File: config.mk
export PLATFORM = sky130hd
export DESIGN_NAME = pbch_dmrs_generate_and_estimate_top_flat
export DESIGN_NICKNAME = d
export VERILOG_FILES = /design/src/design/pdmrs_pkg.sv /design/src/design/pdmrs_in_if.sv /design/src/design/pdmrs_out_if.sv /design/src/design/pdmrs_gold.sv /design/src/design/pbch_dmrs_generate_and_estimate_top.sv /design/src/flat_wrapper.sv
export SDC_FILE = /design/constraint.sdc
export NUM_CORES = 2
export LEC_CHECK = 0
export BUFFER_PORTS_ARGS = -buffer_cell sky130_fd_sc_hd__clkbuf_2
export CORE_MARGIN = 4
export CORE_UTILIZATION = 60
export DETAILED_ROUTE_END_ITERATION = 6
export PLACE_DENSITY = 0.82
export SYNTH_ARGS = -nofsm -noshare
export SYNTH_HDL_FRONTEND = slang
export SYNTH_SLANG_ARGS = --single-unit
File: constraint.sdc
create_clock -name clk -period 24 [get_ports clk]
set_clock_uncertainty 0.1 [all_clocks]
set_input_delay 3.6 -clock clk [delete_from_list [all_inputs] [get_ports clk]]
set_output_delay 3.6 -clock clk [all_outputs]
set_load 0.02 [all_outputs]
File: src/design/pdmrs_pkg.sv
package pdmrs_pkg;

  localparam int SAMPLE_BITS = 16;
  localparam int LSE_W       = SAMPLE_BITS + 1;
  localparam int PROD_W      = SAMPLE_BITS + 16;
  localparam int SUM_W       = PROD_W + 1;
  localparam int AMP_W       = 15;
  localparam int REF_W       = 16;
  localparam int LFSR_W      = 31;
  localparam int NC_SKIP     = 1600;
  localparam int SKIP_BLOCK  = 40;
  localparam int SKIP_BLOCKS = NC_SKIP / SKIP_BLOCK;
  localparam int CFG_W       = 15;

  localparam logic [7:0]       RE_LAST       = 8'd143;
  localparam logic [7:0]       RE_TOTAL      = 8'd144;
  localparam logic [8:0]       SSB_SUBC      = 9'd240;
  localparam logic [8:0]       SYM2_LOW_END  = 9'd48;
  localparam logic [8:0]       SYM2_GAP      = 9'd144;
  localparam logic [8:0]       RE_STRIDE     = 9'd4;
  localparam logic [1:0]       SYM_FIRST     = 2'd1;
  localparam logic [1:0]       SYM_SPLIT     = 2'd2;
  localparam logic [AMP_W-1:0] AMP_DEFAULT   = 15'd23170;

  localparam logic KIND_START = 1'b0;
  localparam logic KIND_NEXT  = 1'b1;

  typedef enum logic [1:0] {
    REG_CELL_ID   = 2'd0,
    REG_BEAM_MODE = 2'd1,
    REG_AMPLITUDE = 2'd2
  } cfg_reg_t;

  typedef logic [LFSR_W-1:0] lfsr_t;
  typedef logic [LFSR_W-1:0][LFSR_W-1:0] skip_mat_t;

  typedef struct packed {
    logic       load;
    logic       step;
    logic [2:0] issb;
    logic [9:0] cell_id;
  } gold_ctl_t;

  function automatic lfsr_t x1_advance(lfsr_t v);
    return {v[0] ^ v[3], v[LFSR_W-1:1]};
  endfunction

  function automatic lfsr_t x2_advance(lfsr_t v);
    return {v[0] ^ v[1] ^ v[2] ^ v[3], v[LFSR_W-1:1]};
  endfunction

  function automatic lfsr_t x1_skipped();
    lfsr_t v;
    v = lfsr_t'(1);
    for (int a = 0; a < SKIP_BLOCKS; a++) begin
      for (int n = 0; n < SKIP_BLOCK; n++) v = x1_advance(v);
    end
    return v;
  endfunction

  // Row k holds the seed bits whose XOR gives bit k of x2 after the skip.
  function automatic skip_mat_t x2_skip_rows();
    skip_mat_t rows;
    lfsr_t     v;
    rows = '0;
    for (int j = 0; j < LFSR_W; j++) begin
      v    = '0;
      v[j] = 1'b1;
      for (int a = 0; a < SKIP_BLOCKS; a++) begin
        for (int n = 0; n < SKIP_BLOCK; n++) v = x2_advance(v);
      end
      for (int k = 0; k < LFSR_W; k++) rows[k][j] = v[k];
    end
    return rows;
  endfunction

  localparam lfsr_t     X1_SKIPPED   = x1_skipped();
  localparam skip_mat_t X2_SKIP_ROWS = x2_skip_rows();

endpackage

File: src/design/pdmrs_in_if.sv
interface pdmrs_in_if import pdmrs_pkg::*; ();
  logic                          valid;
  logic                          ready;
  logic                          kind;
  logic [5:0]                    ssb_index;
  logic                          half_frame;
  logic signed [SAMPLE_BITS-1:0] rx_i;
  logic signed [SAMPLE_BITS-1:0] rx_q;

  modport source (output valid, kind, ssb_index, half_frame, rx_i, rx_q, input ready);
  modport sink   (input valid, kind, ssb_index, half_frame, rx_i, rx_q, output ready);
endinterface

File: src/design/pdmrs_out_if.sv
interface pdmrs_out_if import pdmrs_pkg::*; ();
  logic                    valid;
  logic                    ready;
  logic [1:0]              symbol;
  logic [7:0]              subcarrier;
  logic signed [REF_W-1:0] ref_i;
  logic signed [REF_W-1:0] ref_q;
  logic signed [LSE_W-1:0] lse_i;
  logic signed [LSE_W-1:0] lse_q;
  logic                    last;
  logic                    exhausted;

  modport source (output valid, symbol, subcarrier, ref_i, ref_q, lse_i, lse_q, last,
                  exhausted, input ready);
  modport sink   (input valid, symbol, subcarrier, ref_i, ref_q, lse_i, lse_q, last,
                  exhausted, output ready);
endinterface

File: src/design/pdmrs_gold.sv
module pdmrs_gold import pdmrs_pkg::*; (
  input  logic      clk,
  input  logic      rst_n,
  input  gold_ctl_t ctl,
  output logic [1:0] bits
);

  lfsr_t       x1_r, x1_nxt;
  lfsr_t       x2_r, x2_nxt;
  logic [3:0]  issb_p1;
  logic [8:0]  cid_q_p1;
  logic [12:0] seed_prod;
  logic [23:0] seed;
  lfsr_t       x2_seeded;

  always_comb begin
    issb_p1   = {1'b0, ctl.issb} + 4'd1;
    cid_q_p1  = {1'b0, ctl.cell_id[9:2]} + 9'd1;
    seed_prod = {9'd0, issb_p1} * {4'd0, cid_q_p1};
    seed      = {seed_prod, 11'd0} + {14'd0, issb_p1, 6'd0} + {22'd0, ctl.cell_id[1:0]};
    // The 1600-step skip is linear over GF(2), so each bit is a fixed XOR of seed bits.
    for (int k = 0; k < LFSR_W; k++) begin
      x2_seeded[k] = ^({7'd0, seed} & X2_SKIP_ROWS[k]);
    end
  end

  // Bit 0 goes to the real part, bit 1 to the imaginary part.
  assign bits = {x1_r[1] ^ x2_r[1], x1_r[0] ^ x2_r[0]};

  always_comb begin
    x1_nxt = x1_r;
    x2_nxt = x2_r;
    if (ctl.load) begin
      x1_nxt = X1_SKIPPED;
      x2_nxt = x2_seeded;
    end else if (ctl.step) begin
      x1_nxt = {x1_r[1] ^ x1_r[4], x1_r[0] ^ x1_r[3], x1_r[LFSR_W-1:2]};
      x2_nxt = {x2_r[1] ^ x2_r[2] ^ x2_r[3] ^ x2_r[4],
                x2_r[0] ^ x2_r[1] ^ x2_r[2] ^ x2_r[3], x2_r[LFSR_W-1:2]};
    end
  end

  always_ff @(posedge clk) begin
    if (!rst_n) begin
      x1_r <= '0;
      x2_r <= '0;
    end else begin
      x1_r <= x1_nxt;
      x2_r <= x2_nxt;
    end
  end

endmodule

File: src/design/pbch_dmrs_generate_and_estimate_top.sv
// PBCH DMRS generator with least-squares channel estimate.
// Input channel in_ch: a word with kind 0 starts a sequence for the given SSB index and
// half-frame bit and yields no result; a word with kind 1 asks for the next of the 144
// DMRS elements and carries the received sample for it. Every kind-1 word yields exactly
// one output word: symbol, subcarrier, QPSK reference, rx*conj(ref)>>15 and last. When no
// sequence is running (after reset or after the 144th element) the output word has
// exhausted set and all other fields zero.
// Configuration (cell_id, beam_mode, amplitude) is written through cfg_we/cfg_index/cfg_data
// while the block is idle. Amplitude zero selects 1/sqrt2.
// Pipeline: input register, a step stage that advances the sequence state and forms the
// two sample-by-amplitude products, and an output register. Each result passes through each
// of them in turn, and one word can be accepted every cycle while the receiver takes the output.
// The sequence registers advance by two bits per element; a start loads them directly through a
// fixed XOR network that applies the 1600-bit skip.
// When the receiver stalls, words back up stage by stage and in_ch.ready falls once the
// pipeline is full; nothing is dropped. Reset is synchronous and restores the register
// defaults with no sequence running.
module pbch_dmrs_generate_and_estimate_top import pdmrs_pkg::*; (
  input  logic             clk,
  input  logic             rst_n,
  pdmrs_in_if.sink         in_ch,
  pdmrs_out_if.source      out_ch,
  input  logic             cfg_we,
  input  logic [1:0]       cfg_index,
  input  logic [CFG_W-1:0] cfg_data
);

  // Configuration.
  logic [9:0]       cell_id_r;
  logic             beam_mode_r;
  logic [AMP_W-1:0] amplitude_r;

  // Input register.
  logic                          s1_valid_r;
  logic                          s1_kind_r;
  logic [5:0]                    s1_ssb_r;
  logic                          s1_hf_r;
  logic signed [SAMPLE_BITS-1:0] s1_rx_i_r;
  logic signed [SAMPLE_BITS-1:0] s1_rx_q_r;

  // Walk state.
  logic [7:0] count_r, count_nxt;
  logic [1:0] sym_r, sym_nxt;
  logic [7:0] sc_r, sc_nxt;
  logic       active_r, active_nxt;

  // Step stage.
  logic                     s2_valid_r;
  logic                     s2_exh_r;
  logic                     s2_last_r;
  logic [1:0]               s2_sym_r;
  logic [7:0]               s2_sc_r;
  logic [1:0]               s2_bits_r;
  logic [AMP_W-1:0]         s2_amp_r;
  logic signed [PROD_W-1:0] s2_p_i_r;
  logic signed [PROD_W-1:0] s2_p_q_r;

  // Output register.
  logic                    out_valid_r;
  logic [1:0]              out_sym_r;
  logic [7:0]              out_sc_r;
  logic signed [REF_W-1:0] out_ref_i_r, out_ref_i_nxt;
  logic signed [REF_W-1:0] out_ref_q_r, out_ref_q_nxt;
  logic signed [LSE_W-1:0] out_lse_i_r, out_lse_i_nxt;
  logic signed [LSE_W-1:0] out_lse_q_r, out_lse_q_nxt;
  logic                    out_last_r;
  logic                    out_exh_r;

  logic             out_load, s2_free, s1_fire, s2_load, step;
  logic [AMP_W-1:0] amp_eff;
  logic [1:0]       gold_bits;
  gold_ctl_t        gold_ctl;
  logic [8:0]       k_walk;

  assign out_load = s2_valid_r && (!out_valid_r || out_ch.ready);
  assign s2_free  = !s2_valid_r || out_load;
  assign s1_fire  = s1_valid_r && (s1_kind_r == KIND_START || s2_free);
  assign s2_load  = s1_fire && s1_kind_r == KIND_NEXT;
  assign step     = s2_load && active_r;
  assign in_ch.ready = !s1_valid_r || s1_fire;

  assign amp_eff = (amplitude_r == '0) ? AMP_DEFAULT : amplitude_r;

  always_comb begin
    gold_ctl.load    = s1_fire && s1_kind_r == KIND_START;
    gold_ctl.step    = step;
    gold_ctl.issb    = beam_mode_r ? s1_ssb_r[2:0] : {s1_hf_r, s1_ssb_r[1:0]};
    gold_ctl.cell_id = cell_id_r;
  end

  pdmrs_gold u_gold (
    .clk   (clk),
    .rst_n (rst_n),
    .ctl   (gold_ctl),
    .bits  (gold_bits)
  );

  // Walk to the next element; symbol 2 jumps over the PBCH data block in the middle.
  always_comb begin
    count_nxt  = count_r;
    sym_nxt    = sym_r;
    sc_nxt     = sc_r;
    active_nxt = active_r;
    k_walk     = {1'b0, sc_r} + RE_STRIDE;
    if (sym_r == SYM_SPLIT && {1'b0, sc_r} < SYM2_LOW_END && k_walk >= SYM2_LOW_END) begin
      k_walk = k_walk + SYM2_GAP;
    end
    if (gold_ctl.load) begin
      count_nxt  = '0;
      sym_nxt    = SYM_FIRST;
      sc_nxt     = {6'd0, cell_id_r[1:0]};
      active_nxt = 1'b1;
    end else if (step) begin
      count_nxt = count_r + 8'd1;
      if (count_r == RE_LAST) begin
        active_nxt = 1'b0;
      end
      if (k_walk >= SSB_SUBC) begin
        sc_nxt  = 8'(k_walk - SSB_SUBC);
        sym_nxt = sym_r + 2'd1;
      end else begin
        sc_nxt = k_walk[7:0];
      end
    end
  end

  // Output arithmetic: rx*conj(ref) with ref = +/-A on each rail.
  always_comb begin
    logic signed [SUM_W-1:0] p_i, p_q, t_ii, t_qq, t_qi, t_iq, sum_i, sum_q;
    p_i   = SUM_W'(s2_p_i_r);
    p_q   = SUM_W'(s2_p_q_r);
    t_ii  = s2_bits_r[0] ? -p_i : p_i;
    t_qq  = s2_bits_r[1] ? -p_q : p_q;
    t_qi  = s2_bits_r[0] ? -p_q : p_q;
    t_iq  = s2_bits_r[1] ? -p_i : p_i;
    sum_i = t_ii + t_qq;
    sum_q = t_qi - t_iq;
    out_ref_i_nxt = s2_bits_r[0] ? -$signed({1'b0, s2_amp_r}) : $signed({1'b0, s2_amp_r});
    out_ref_q_nxt = s2_bits_r[1] ? -$signed({1'b0, s2_amp_r}) : $signed({1'b0, s2_amp_r});
    out_lse_i_nxt = sum_i[15 +: LSE_W];
    out_lse_q_nxt = sum_q[15 +: LSE_W];
    if (s2_exh_r) begin
      out_ref_i_nxt = '0;
      out_ref_q_nxt = '0;
      out_lse_i_nxt = '0;
      out_lse_q_nxt = '0;
    end
  end

  always_ff @(posedge clk) begin
    if (!rst_n) begin
      cell_id_r   <= '0;
      beam_mode_r <= 1'b0;
      amplitude_r <= AMP_DEFAULT;
      s1_valid_r  <= 1'b0;
      s2_valid_r  <= 1'b0;
      out_valid_r <= 1'b0;
      count_r     <= '0;
      sym_r       <= SYM_FIRST;
      sc_r        <= '0;
      active_r    <= 1'b0;
    end else begin
      if (cfg_we) begin
        unique case (cfg_index)
          REG_CELL_ID:   cell_id_r   <= cfg_data[9:0];
          REG_BEAM_MODE: beam_mode_r <= cfg_data[0];
          REG_AMPLITUDE: amplitude_r <= cfg_data[AMP_W-1:0];
          default: ;
        endcase
      end
      if (in_ch.ready) begin
        s1_valid_r <= in_ch.valid;
      end
      if (s2_load) begin
        s2_valid_r <= 1'b1;
      end else if (out_load) begin
        s2_valid_r <= 1'b0;
      end
      if (out_load) begin
        out_valid_r <= 1'b1;
      end else if (out_ch.ready) begin
        out_valid_r <= 1'b0;
      end
      count_r  <= count_nxt;
      sym_r    <= sym_nxt;
      sc_r     <= sc_nxt;
      active_r <= active_nxt;
    end
  end

  always_ff @(posedge clk) begin
    if (in_ch.ready) begin
      s1_kind_r <= in_ch.kind;
      s1_ssb_r  <= in_ch.ssb_index;
      s1_hf_r   <= in_ch.half_frame;
      s1_rx_i_r <= in_ch.rx_i;
      s1_rx_q_r <= in_ch.rx_q;
    end
    if (s2_load) begin
      s2_exh_r  <= !active_r;
      s2_last_r <= active_r && count_r == RE_LAST;
      s2_sym_r  <= active_r ? sym_r : 2'd0;
      s2_sc_r   <= active_r ? sc_r : 8'd0;
      s2_bits_r <= gold_bits;
      s2_amp_r  <= amp_eff;
      s2_p_i_r  <= s1_rx_i_r * $signed({1'b0, amp_eff});
      s2_p_q_r  <= s1_rx_q_r * $signed({1'b0, amp_eff});
    end
    if (out_load) begin
      out_sym_r   <= s2_sym_r;
      out_sc_r    <= s2_sc_r;
      out_ref_i_r <= out_ref_i_nxt;
      out_ref_q_r <= out_ref_q_nxt;
      out_lse_i_r <= out_lse_i_nxt;
      out_lse_q_r <= out_lse_q_nxt;
      out_last_r  <= s2_last_r;
      out_exh_r   <= s2_exh_r;
    end
  end

  assign out_ch.valid      = out_valid_r;
  assign out_ch.symbol     = out_sym_r;
  assign out_ch.subcarrier = out_sc_r;
  assign out_ch.ref_i      = out_ref_i_r;
  assign out_ch.ref_q      = out_ref_q_r;
  assign out_ch.lse_i      = out_lse_i_r;
  assign out_ch.lse_q      = out_lse_q_r;
  assign out_ch.last       = out_last_r;
  assign out_ch.exhausted  = out_exh_r;

  a_last_not_exhausted: assert property (@(posedge clk) disable iff (!rst_n)
    out_valid_r && out_last_r |-> !out_exh_r)
    else $error("last element flagged as exhausted");

  a_walk_in_range: assert property (@(posedge clk) disable iff (!rst_n)
    active_r |-> count_r < RE_TOTAL && sym_r != 2'd0)
    else $error("walk state out of range while a sequence runs");

  a_walk_ends: assert property (@(posedge clk) disable iff (!rst_n)
    step && count_r == RE_LAST |=> !active_r)
    else $error("sequence still running after its last element");

  a_start_resets_walk: assert property (@(posedge clk) disable iff (!rst_n)
    gold_ctl.load |=> active_r && count_r == 8'd0 && sym_r == SYM_FIRST)
    else $error("start did not reset the walk");

  a_exhausted_zero: assert property (@(posedge clk) disable iff (!rst_n)
    out_valid_r && out_exh_r |-> out_ref_i_r == '0 && out_ref_q_r == '0 && out_lse_i_r == '0)
    else $error("exhausted word carries nonzero fields");

endmodule
File: src/flat_wrapper.sv
// flat-port wrapper written by rule: the top's interface ports become plain ports
module pbch_dmrs_generate_and_estimate_top_flat import pdmrs_pkg::*;
  (clk, rst_n, cfg_we, cfg_index, cfg_data, in_ch_valid, in_ch_kind, in_ch_ssb_index, in_ch_half_frame, in_ch_rx_i, in_ch_rx_q, in_ch_ready, out_ch_valid, out_ch_symbol, out_ch_subcarrier, out_ch_ref_i, out_ch_ref_q, out_ch_lse_i, out_ch_lse_q, out_ch_last, out_ch_exhausted, out_ch_ready);
  pdmrs_in_if in_ch_i ();
  pdmrs_out_if out_ch_i ();
  input  logic clk;
  input  logic rst_n;
  input  logic cfg_we;
  input  logic [1:0] cfg_index;
  input  logic [CFG_W-1:0] cfg_data;
  input wire logic [$bits(in_ch_i.valid)-1:0] in_ch_valid;
  input wire logic [$bits(in_ch_i.kind)-1:0] in_ch_kind;
  input wire logic [$bits(in_ch_i.ssb_index)-1:0] in_ch_ssb_index;
  input wire logic [$bits(in_ch_i.half_frame)-1:0] in_ch_half_frame;
  input wire logic [$bits(in_ch_i.rx_i)-1:0] in_ch_rx_i;
  input wire logic [$bits(in_ch_i.rx_q)-1:0] in_ch_rx_q;
  output wire logic [$bits(in_ch_i.ready)-1:0] in_ch_ready;
  output wire logic [$bits(out_ch_i.valid)-1:0] out_ch_valid;
  output wire logic [$bits(out_ch_i.symbol)-1:0] out_ch_symbol;
  output wire logic [$bits(out_ch_i.subcarrier)-1:0] out_ch_subcarrier;
  output wire logic [$bits(out_ch_i.ref_i)-1:0] out_ch_ref_i;
  output wire logic [$bits(out_ch_i.ref_q)-1:0] out_ch_ref_q;
  output wire logic [$bits(out_ch_i.lse_i)-1:0] out_ch_lse_i;
  output wire logic [$bits(out_ch_i.lse_q)-1:0] out_ch_lse_q;
  output wire logic [$bits(out_ch_i.last)-1:0] out_ch_last;
  output wire logic [$bits(out_ch_i.exhausted)-1:0] out_ch_exhausted;
  input wire logic [$bits(out_ch_i.ready)-1:0] out_ch_ready;
  assign in_ch_i.valid = in_ch_valid;
  assign in_ch_i.kind = in_ch_kind;
  assign in_ch_i.ssb_index = in_ch_ssb_index;
  assign in_ch_i.half_frame = in_ch_half_frame;
  assign in_ch_i.rx_i = in_ch_rx_i;
  assign in_ch_i.rx_q = in_ch_rx_q;
  assign in_ch_ready = in_ch_i.ready;
  assign out_ch_valid = out_ch_i.valid;
  assign out_ch_symbol = out_ch_i.symbol;
  assign out_ch_subcarrier = out_ch_i.subcarrier;
  assign out_ch_ref_i = out_ch_i.ref_i;
  assign out_ch_ref_q = out_ch_i.ref_q;
  assign out_ch_lse_i = out_ch_i.lse_i;
  assign out_ch_lse_q = out_ch_i.lse_q;
  assign out_ch_last = out_ch_i.last;
  assign out_ch_exhausted = out_ch_i.exhausted;
  assign out_ch_i.ready = out_ch_ready;
  pbch_dmrs_generate_and_estimate_top u_core (.clk(clk), .rst_n(rst_n), .in_ch(in_ch_i), .out_ch(out_ch_i), .cfg_we(cfg_we), .cfg_index(cfg_index), .cfg_data(cfg_data));
endmodule
== After elaboration in Yosys (flattened, before gate mapping) ==
Cells that the tools add are included.

* Multipliers: 3
* Magnitude comparators: 3
* Multiplexer cells: 23
* Eq/ne operators: 4
* Reduce and logical (&&, ||, !) cells: 61
* Bitwise gates (word level): 14
* Add/sub/neg operators: 14

{| class="wikitable"
|+ Operators with widths
! operator !! count
|-
| parity 31 bit || 31
|-
| 2-to-1 mux 32 bit || 4
|-
| 2-to-1 mux 31 bit || 4
|-
| multiplier 16 x 16 -> 32 bit || 2
|-
| negation 32 bit || 2
|-
| 2-to-1 mux 15 bit || 3
|-
| adder 32 bit || 1
|-
| subtractor 32 bit || 1
|-
| adder 24 x 10 -> 24 bit || 1
|-
| adder 24 x 2 -> 24 bit || 1
|-
| negation 15 -> 16 bit || 1
|-
| logical NOT 15 bit || 1
|-
| multiplier 4 x 9 -> 13 bit || 1
|-
| AND reduction 2 bit || 5
|-
| XOR 1 bit || 10
|-
| adder 8 x 1 -> 9 bit (second input constant) || 1
|-
| adder 8 x 3 -> 9 bit (second input constant) || 1
|-
| adder 9 x 8 -> 9 bit (second input constant) || 1
|-
| >= comparator 9 x 6 -> 1 bit (second input constant) || 1
|-
| >= comparator 9 x 8 -> 1 bit (second input constant) || 1
|-
| 2-to-1 mux 9 bit || 1
|-
| adder 8 x 1 -> 8 bit (second input constant) || 1
|-
| == test 8 bit (second input constant) || 1
|-
| logical AND 1 bit || 8
|-
| 16 further kinds || 38
|}

* Bits in registers: 318
* Output and inout port bits: 80
* Bits of input ports: 62
* Word-level logic and storage cells: 159

== Longest topological paths before layout ==
* Depth after elaboration: 10
* Gate-level depth with buffers: 30
* Gate-level depth less buffers: 27

== Cells and area by module ==
A second synthesis with hierarchy kept.

* Cells, all modules: 3859
* Area total of the unflattened synthesis: 37173.2 um2

{| class="wikitable"
|+ By module, submodules not included
! module !! times used !! cells each !! area an instance (um2) !! seq. area each (um2)
|-
| pbch_dmrs_generate_and_estimate_top || 1 || 3345 || 32283.5 || 7176.9
|-
| pdmrs_gold || 1 || 514 || 4889.7 || 1241.2
|}

== Worst setup path before layout ==
No wires, ideal clock.

* Path kind: input port to flip-flop
* Start: input port out_ch_ready
* End: register u_core.sc_r[5]
* Setup time: 128 ps
* Data arrival time: 9773 ps
* Buffers on the path: 2
* Path slack: 14000 ps
* Data required time: 23772 ps
* Stages on the path: 7
* Cells stage by stage: nor2b_1 a21oi_1 nand2_1 clkbuf_1 clkbuf_1 a21oi_1 nor2_1

* Cells in the longest elaborated chain, start to end: 7
* Elaborated cells between the ends (all ways): 9
* Classes of those cells: reduce/logical: 9

{| class="wikitable"
|+ RTL lines
! what !! line !! source
|-
| from (decl) || flat_wrapper.sv:27 || <nowiki>input wire logic [$bits(out_ch_i.ready)-1:0] out_ch_ready;</nowiki>
|-
| logical OR 1 bit || pbch_dmrs_generate_and_estimate_top.sv:75 || <nowiki>assign out_load = s2_valid_r && (!out_valid_r || out_ch.ready);</nowiki>
|-
| logical AND 1 bit || pbch_dmrs_generate_and_estimate_top.sv:75 ||
|-
| logical OR 1 bit || pbch_dmrs_generate_and_estimate_top.sv:76 || <nowiki>assign s2_free = !s2_valid_r || out_load;</nowiki>
|-
| logical OR 1 bit || pbch_dmrs_generate_and_estimate_top.sv:77 || <nowiki>assign s1_fire = s1_valid_r && (s1_kind_r == KIND_START || s2_free);</nowiki>
|-
| logical AND 1 bit || pbch_dmrs_generate_and_estimate_top.sv:77 ||
|-
| logical AND 1 bit || pbch_dmrs_generate_and_estimate_top.sv:78 || <nowiki>assign s2_load = s1_fire && s1_kind_r == KIND_NEXT;</nowiki>
|-
| named net u_core.s2_load || pbch_dmrs_generate_and_estimate_top.sv:69 || <nowiki>logic out_load, s2_free, s1_fire, s2_load, step;</nowiki>
|-
| logical AND 1 bit || pbch_dmrs_generate_and_estimate_top.sv:79 || <nowiki>assign step = s2_load && active_r;</nowiki>
|-
| to (signal assigned) || pbch_dmrs_generate_and_estimate_top.sv:186 || <nowiki>sc_r <= sc_nxt;</nowiki>
|-
| to (decl) || pbch_dmrs_generate_and_estimate_top.sv:44 || <nowiki>logic [7:0] sc_r, sc_nxt;</nowiki>
|}

The timed path passes the listed nets, and every way through them passes these cells.
A chain may end at the register's enable or synchronous reset.

== Final worst setup path ==
* Start: input port out_ch_ready
* End: output port in_ch_ready

* Cells in the longest elaborated chain, start to end: 6

{| class="wikitable"
|+ RTL lines
! what !! line !! source
|-
| logical OR 1 bit || pbch_dmrs_generate_and_estimate_top.sv:75 ||
|-
| logical AND 1 bit || pbch_dmrs_generate_and_estimate_top.sv:75 ||
|-
| logical OR 1 bit || pbch_dmrs_generate_and_estimate_top.sv:76 ||
|-
| logical OR 1 bit || pbch_dmrs_generate_and_estimate_top.sv:77 ||
|-
| logical AND 1 bit || pbch_dmrs_generate_and_estimate_top.sv:77 ||
|-
| logical OR 1 bit || pbch_dmrs_generate_and_estimate_top.sv:80 || <nowiki>assign in_ch.ready = !s1_valid_r || s1_fire;</nowiki>
|-
| to (decl) || flat_wrapper.sv:17 || <nowiki>output wire logic [$bits(in_ch_i.ready)-1:0] in_ch_ready;</nowiki>
|}

No other way between the ends.

==> metrics.md <==
| Metric | Value |
|---|---|
| Area growth from synthesis to layout | 6.540% |
| Fraction of synthesis flops using an asynchronous set or reset pin | 0% |
| Achievable clock frequency | 0.1168 GHz |
| Cts repair resizes | 0 |
| TritonCTS clock tree | yes |
| Area of the mapped netlist | 0.03691 mm^2 |
| Die area | 0.06554 mm^2 |
| Dominant cell by count in the synthesized netlist | inv_1 |
| Cell type with the highest occurrence count on the critical path | clkbuf_2 |
| Initial DRC Count | 2094 |
| Post-route clock period utilization | 35.67% |
| Library cells used by synthesis | 73 |
| Number of buffers added by the clock tree synthesis step | 35 |
| ANT nets after route | 0 |
| Number of warnings printed during yosys synthesis | 0 |
| Fraction of power consumed by sequential logic | 16.9% |
| Number of storage elements in the synthesis netlist | 317 |
| Wirelength, routed | 85270 um |
| Critical path capture point type | output pin |
| Predominant post-synthesis flop cell | edfxtp_1 |
| Worst-case setup slack after placement | 15.41 ns |
| Number of nets in the layout | 4765 |
| Post-DR vias/cell | 5.634 |
| Worst-skew pair later-pin latency | 0.58 ns |
| Vertical die dimension | 256.0 um |
| Standard-cell rows | 90 |
| Arrival time of data at the critical path endpoint | 4.86 ns |
| Transition time at the pin with the least slew margin | 1.143 ns |
| Number of max-slew violations in the final report | 0 |
| Final HPWL DP | 64010 um |
| Number of setup buffers added after CTS | 0 |
| Switching Share | 50.50% |
| Cell area after placement | 0.03816 mm^2 |
| Initial Util | 60.92% |
| Total overflow reported by the global router | 0 |
| Core footprint | 0.06058 mm^2 |
| Library cell occupying the most area in the post-synthesis netlist | fa_1 |
| Power density relative to cell area | 131.5 mW/mm^2 |
| Mapped Nets | 4737 |
| Root cell of the clock tree | clkbuf_16 |
| Max cap viols | 0 |
| Post-synth EDFFs | 207 |
| Largest fanout on the critical path | 39 |
| Total via count after detailed routing | 26790 |
| Fill cell instance count of the final layout | 4682 |
| NetSw | 2.611 mW |
| Leak | 18.51 nW |
| Commonest cells in the synthesized netlist | inv_1, nand2_1, fa_1 |
| Detailed-routing iteration count for the pre-antenna-repair pass | 6 |
| Total setup violations reported at the end of the flow | 0 |
| Global router's overall resource usage | 26.57% |
| Biggest cell delay along the critical path | 0.46 ns |
| Part of the Yosys area used for sequential elements | 22.81% |
| Cells along the critical path | clkbuf_2 -> nor2b_1 -> nand4_1 -> buf_4 -> clkbuf_2 |
| Setup repair after global routing missed its margin | false |
| Cell count after synthesis | 3917 |
| Fraction of synthesized cell area taken by the top area cell type | 27.45% |
| Antenna violations before repair | 4 |
| Vias in the first global route | 28270 |
| Worst Setup Start Kind | input pin |
| Storage cell area | 0.008418 mm^2 |
| Fin area | 0.03932 mm^2 |
| Remaining design rule violation count | 0 |
| Largest net degree at the start of global routing | 79 |
| Class of the tightest hold or removal check | reg -> reg |
| Minimum clock period | 8.560 ns |
| Slowest stage cell on the critical path | nor2b_1 |
| H-tree levels | 2 |
| Ranking of synthesized cells by area | fa_1, edfxtp_1, ha_1, inv_1, dfxtp_1 |
| Category of cells accounting for the largest share of critical-path delay | buffers and inverters |
| Setup TNS after final layout | 0 ns |
| Number of buffers inserted by hold repair at cts | 0 |
| TritonCTS Sinks | 317 |
| Final estimated routing congestion in global placement | 0.9141 |
| Avg Inst Size Synth | 9.422 um^2 |
| Chip width | 256.0 um |
| Share of final-layout standard cells stronger than drive strength 1 | 6.196% |
| Internal power | 2.559 mW |
| Slew margin rel. | 23.82% |
| Worst setup slack after layout | 15.44 ns |
| Global-route wire length before repair | 142700 um |
| Clock-pin slew of the registers on the worst-case setup and hold paths | 0.06 ns |
| Input/output buffers | 138 |
| Final hold violations | 0 |
| Buffers plus inverters on the worst setup path | 3 |
| Run status | finished, final reports clean |
| Worst-case clock buffer depth | 3 |
| Footprint of the multi-input gates | 0.02554 mm^2 |
| Detailed-route wire length per cell | 17.93 um |
| Kind of critical path | in -> out |
| Clk pwr share | 10.7% |
| Fraction of power consumed by combinational cells | 72.4% |
| Count of boundary I/O pins | 142 |
| Required time of the critical path | 20.30 ns |
| Worst VDD drop | 170.9 uV |
-- power groups by stage --
stage	Clock, mW	Sequential (mW)	Combinational [mW]
after floorplan	0	0.851	2.58
after global placement	0	0.881	3.56
after detailed placement	0	0.884	3.66
after CTS	0.565	0.873	3.68
after global routing	0.584	0.883	4.16
final	0.552	0.875	3.74
-- worst reg2reg max path, delay by kind of cell, from the launching register on --
| kind | cells | cell delay (ns) |
|---|---|---|
| flip-flops | 1 | 0.32 |
| buffers and inverters | 4 | 0.62 |
| adder cells (fa/ha/maj) | 7 | 3.42 |
| AND/OR/NAND/NOR | 7 | 1.41 |
| AO/OA/AOI/OAI | 5 | 2.30 |
-- cell families (layout without fill, tap and decap cells) --
| kind of cell | count (synthesis) | after routing | synth area share [%] |
|---|---|---|---|
| compound gates | 379 | 379 | 6.981 |
| xor+xnor | 371 | 371 | 8.842 |
| fa+ha+maj | 758 | 758 | 35.99 |
| buf+inv | 792 | 845 | 8.076 |
| flops | 317 | 317 | 22.81 |
| mux | 20 | 20 | 0.5526 |
| other cells | 0 | 3 | 0 |
| simple gates | 1280 | 1280 | 16.75 |
-- cell usage in the layout, fill, tap and decap left out, drive strengths merged, types with 6 or more instances in the layout --
cell type,count
a211oi,21
a21boi,18
a21o,36
a21oi,106
a31oi,12
and2,265
and3,11
buf,30
clkbuf,180
clkinv,11
dfxtp,110
edfxtp,207
fa,506
ha,252
inv,618
mux2i,17
nand2,556
nand2b,26
nand3,74
nand4,11
nor2,156
nor2b,33
nor3,49
nor3b,14
nor4,12
o211a,30
o211ai,7
o21a,24
o21ai,47
o21bai,8
o31ai,29
or2,6
or3,46
or4,7
xnor2,235
xor2,135
-- metrics by stage --
| stage | power [mW] | hold WS [ns] | instances | util (%) |
|---|---|---|---|---|
| floorplan | 3.430 | 0.3003 | 3917 | - |
| global placement | 4.439 | 0.3015 | 4690 | 62.98 |
| detailed placement | 4.542 | 0.3045 | 4690 | 62.98 |
| CTS | 5.121 | 0.3192 | 4752 | 64.89 |
| global route | 5.627 | 0.3265 | 4752 | 64.89 |
| finish | 5.170 | 0.3194 | 4755 | 64.90 |
-- layout make-up --
type	instances	share of cell area (%)
Multi-Input combinational cell	2808	64.95
Timing Repair Buffer	168	2.329
Antenna cell	3	0.01909
Inverter	615	5.871
Clock buffer	42	2.348
Tap cell	782	2.488
Clock inverter	20	0.5855
Sequential cell	317	21.41
-- metal layers --
| metal | vias up | GRT usage (%) | wire length, um |
|---|---|---|---|
| li1 | 12430 | - | - |
| met1 | 13180 | 33.66 | 34160 |
| met2 | 977 | 45.86 | 41610 |
| met3 | 208 | 4.799 | 6156 |
| met4 | 0 | 9.797 | 3346 |
| met5 | - | 0 | 0 |
-- flip-flops by register name (all words and copies together), names as in the netlist, 16 cells and up --
register	flops
u_core.s1_rx_q_r	16
u_core.s2_p_i_r	32
u_core.s1_rx_i_r	16
u_core.s2_p_q_r	32
u_core.u_gold.x1_r	31
u_core.u_gold.x2_r	31
u_core.out_ch.ref_q	16
u_core.out_ch.lse_q	17
u_core.out_ch.lse_i	17
-- worst paths after layout --
path	from	end	slack [ns]	cells past startpoint
max	out_ch_ready	in_ch_ready	15.44	5
max reg2reg	u_core.amplitude_r[3]	u_core.s2_p_i_r[25]	15.46	23
min reg2reg	u_core.s2_sc_r[7]	u_core.out_ch.subcarrier[7]	0.32	0
min	u_core.s2_sc_r[7]	u_core.out_ch.subcarrier[7]	0.32	0
No activity file was read; power rests on OpenSTA's default activity.
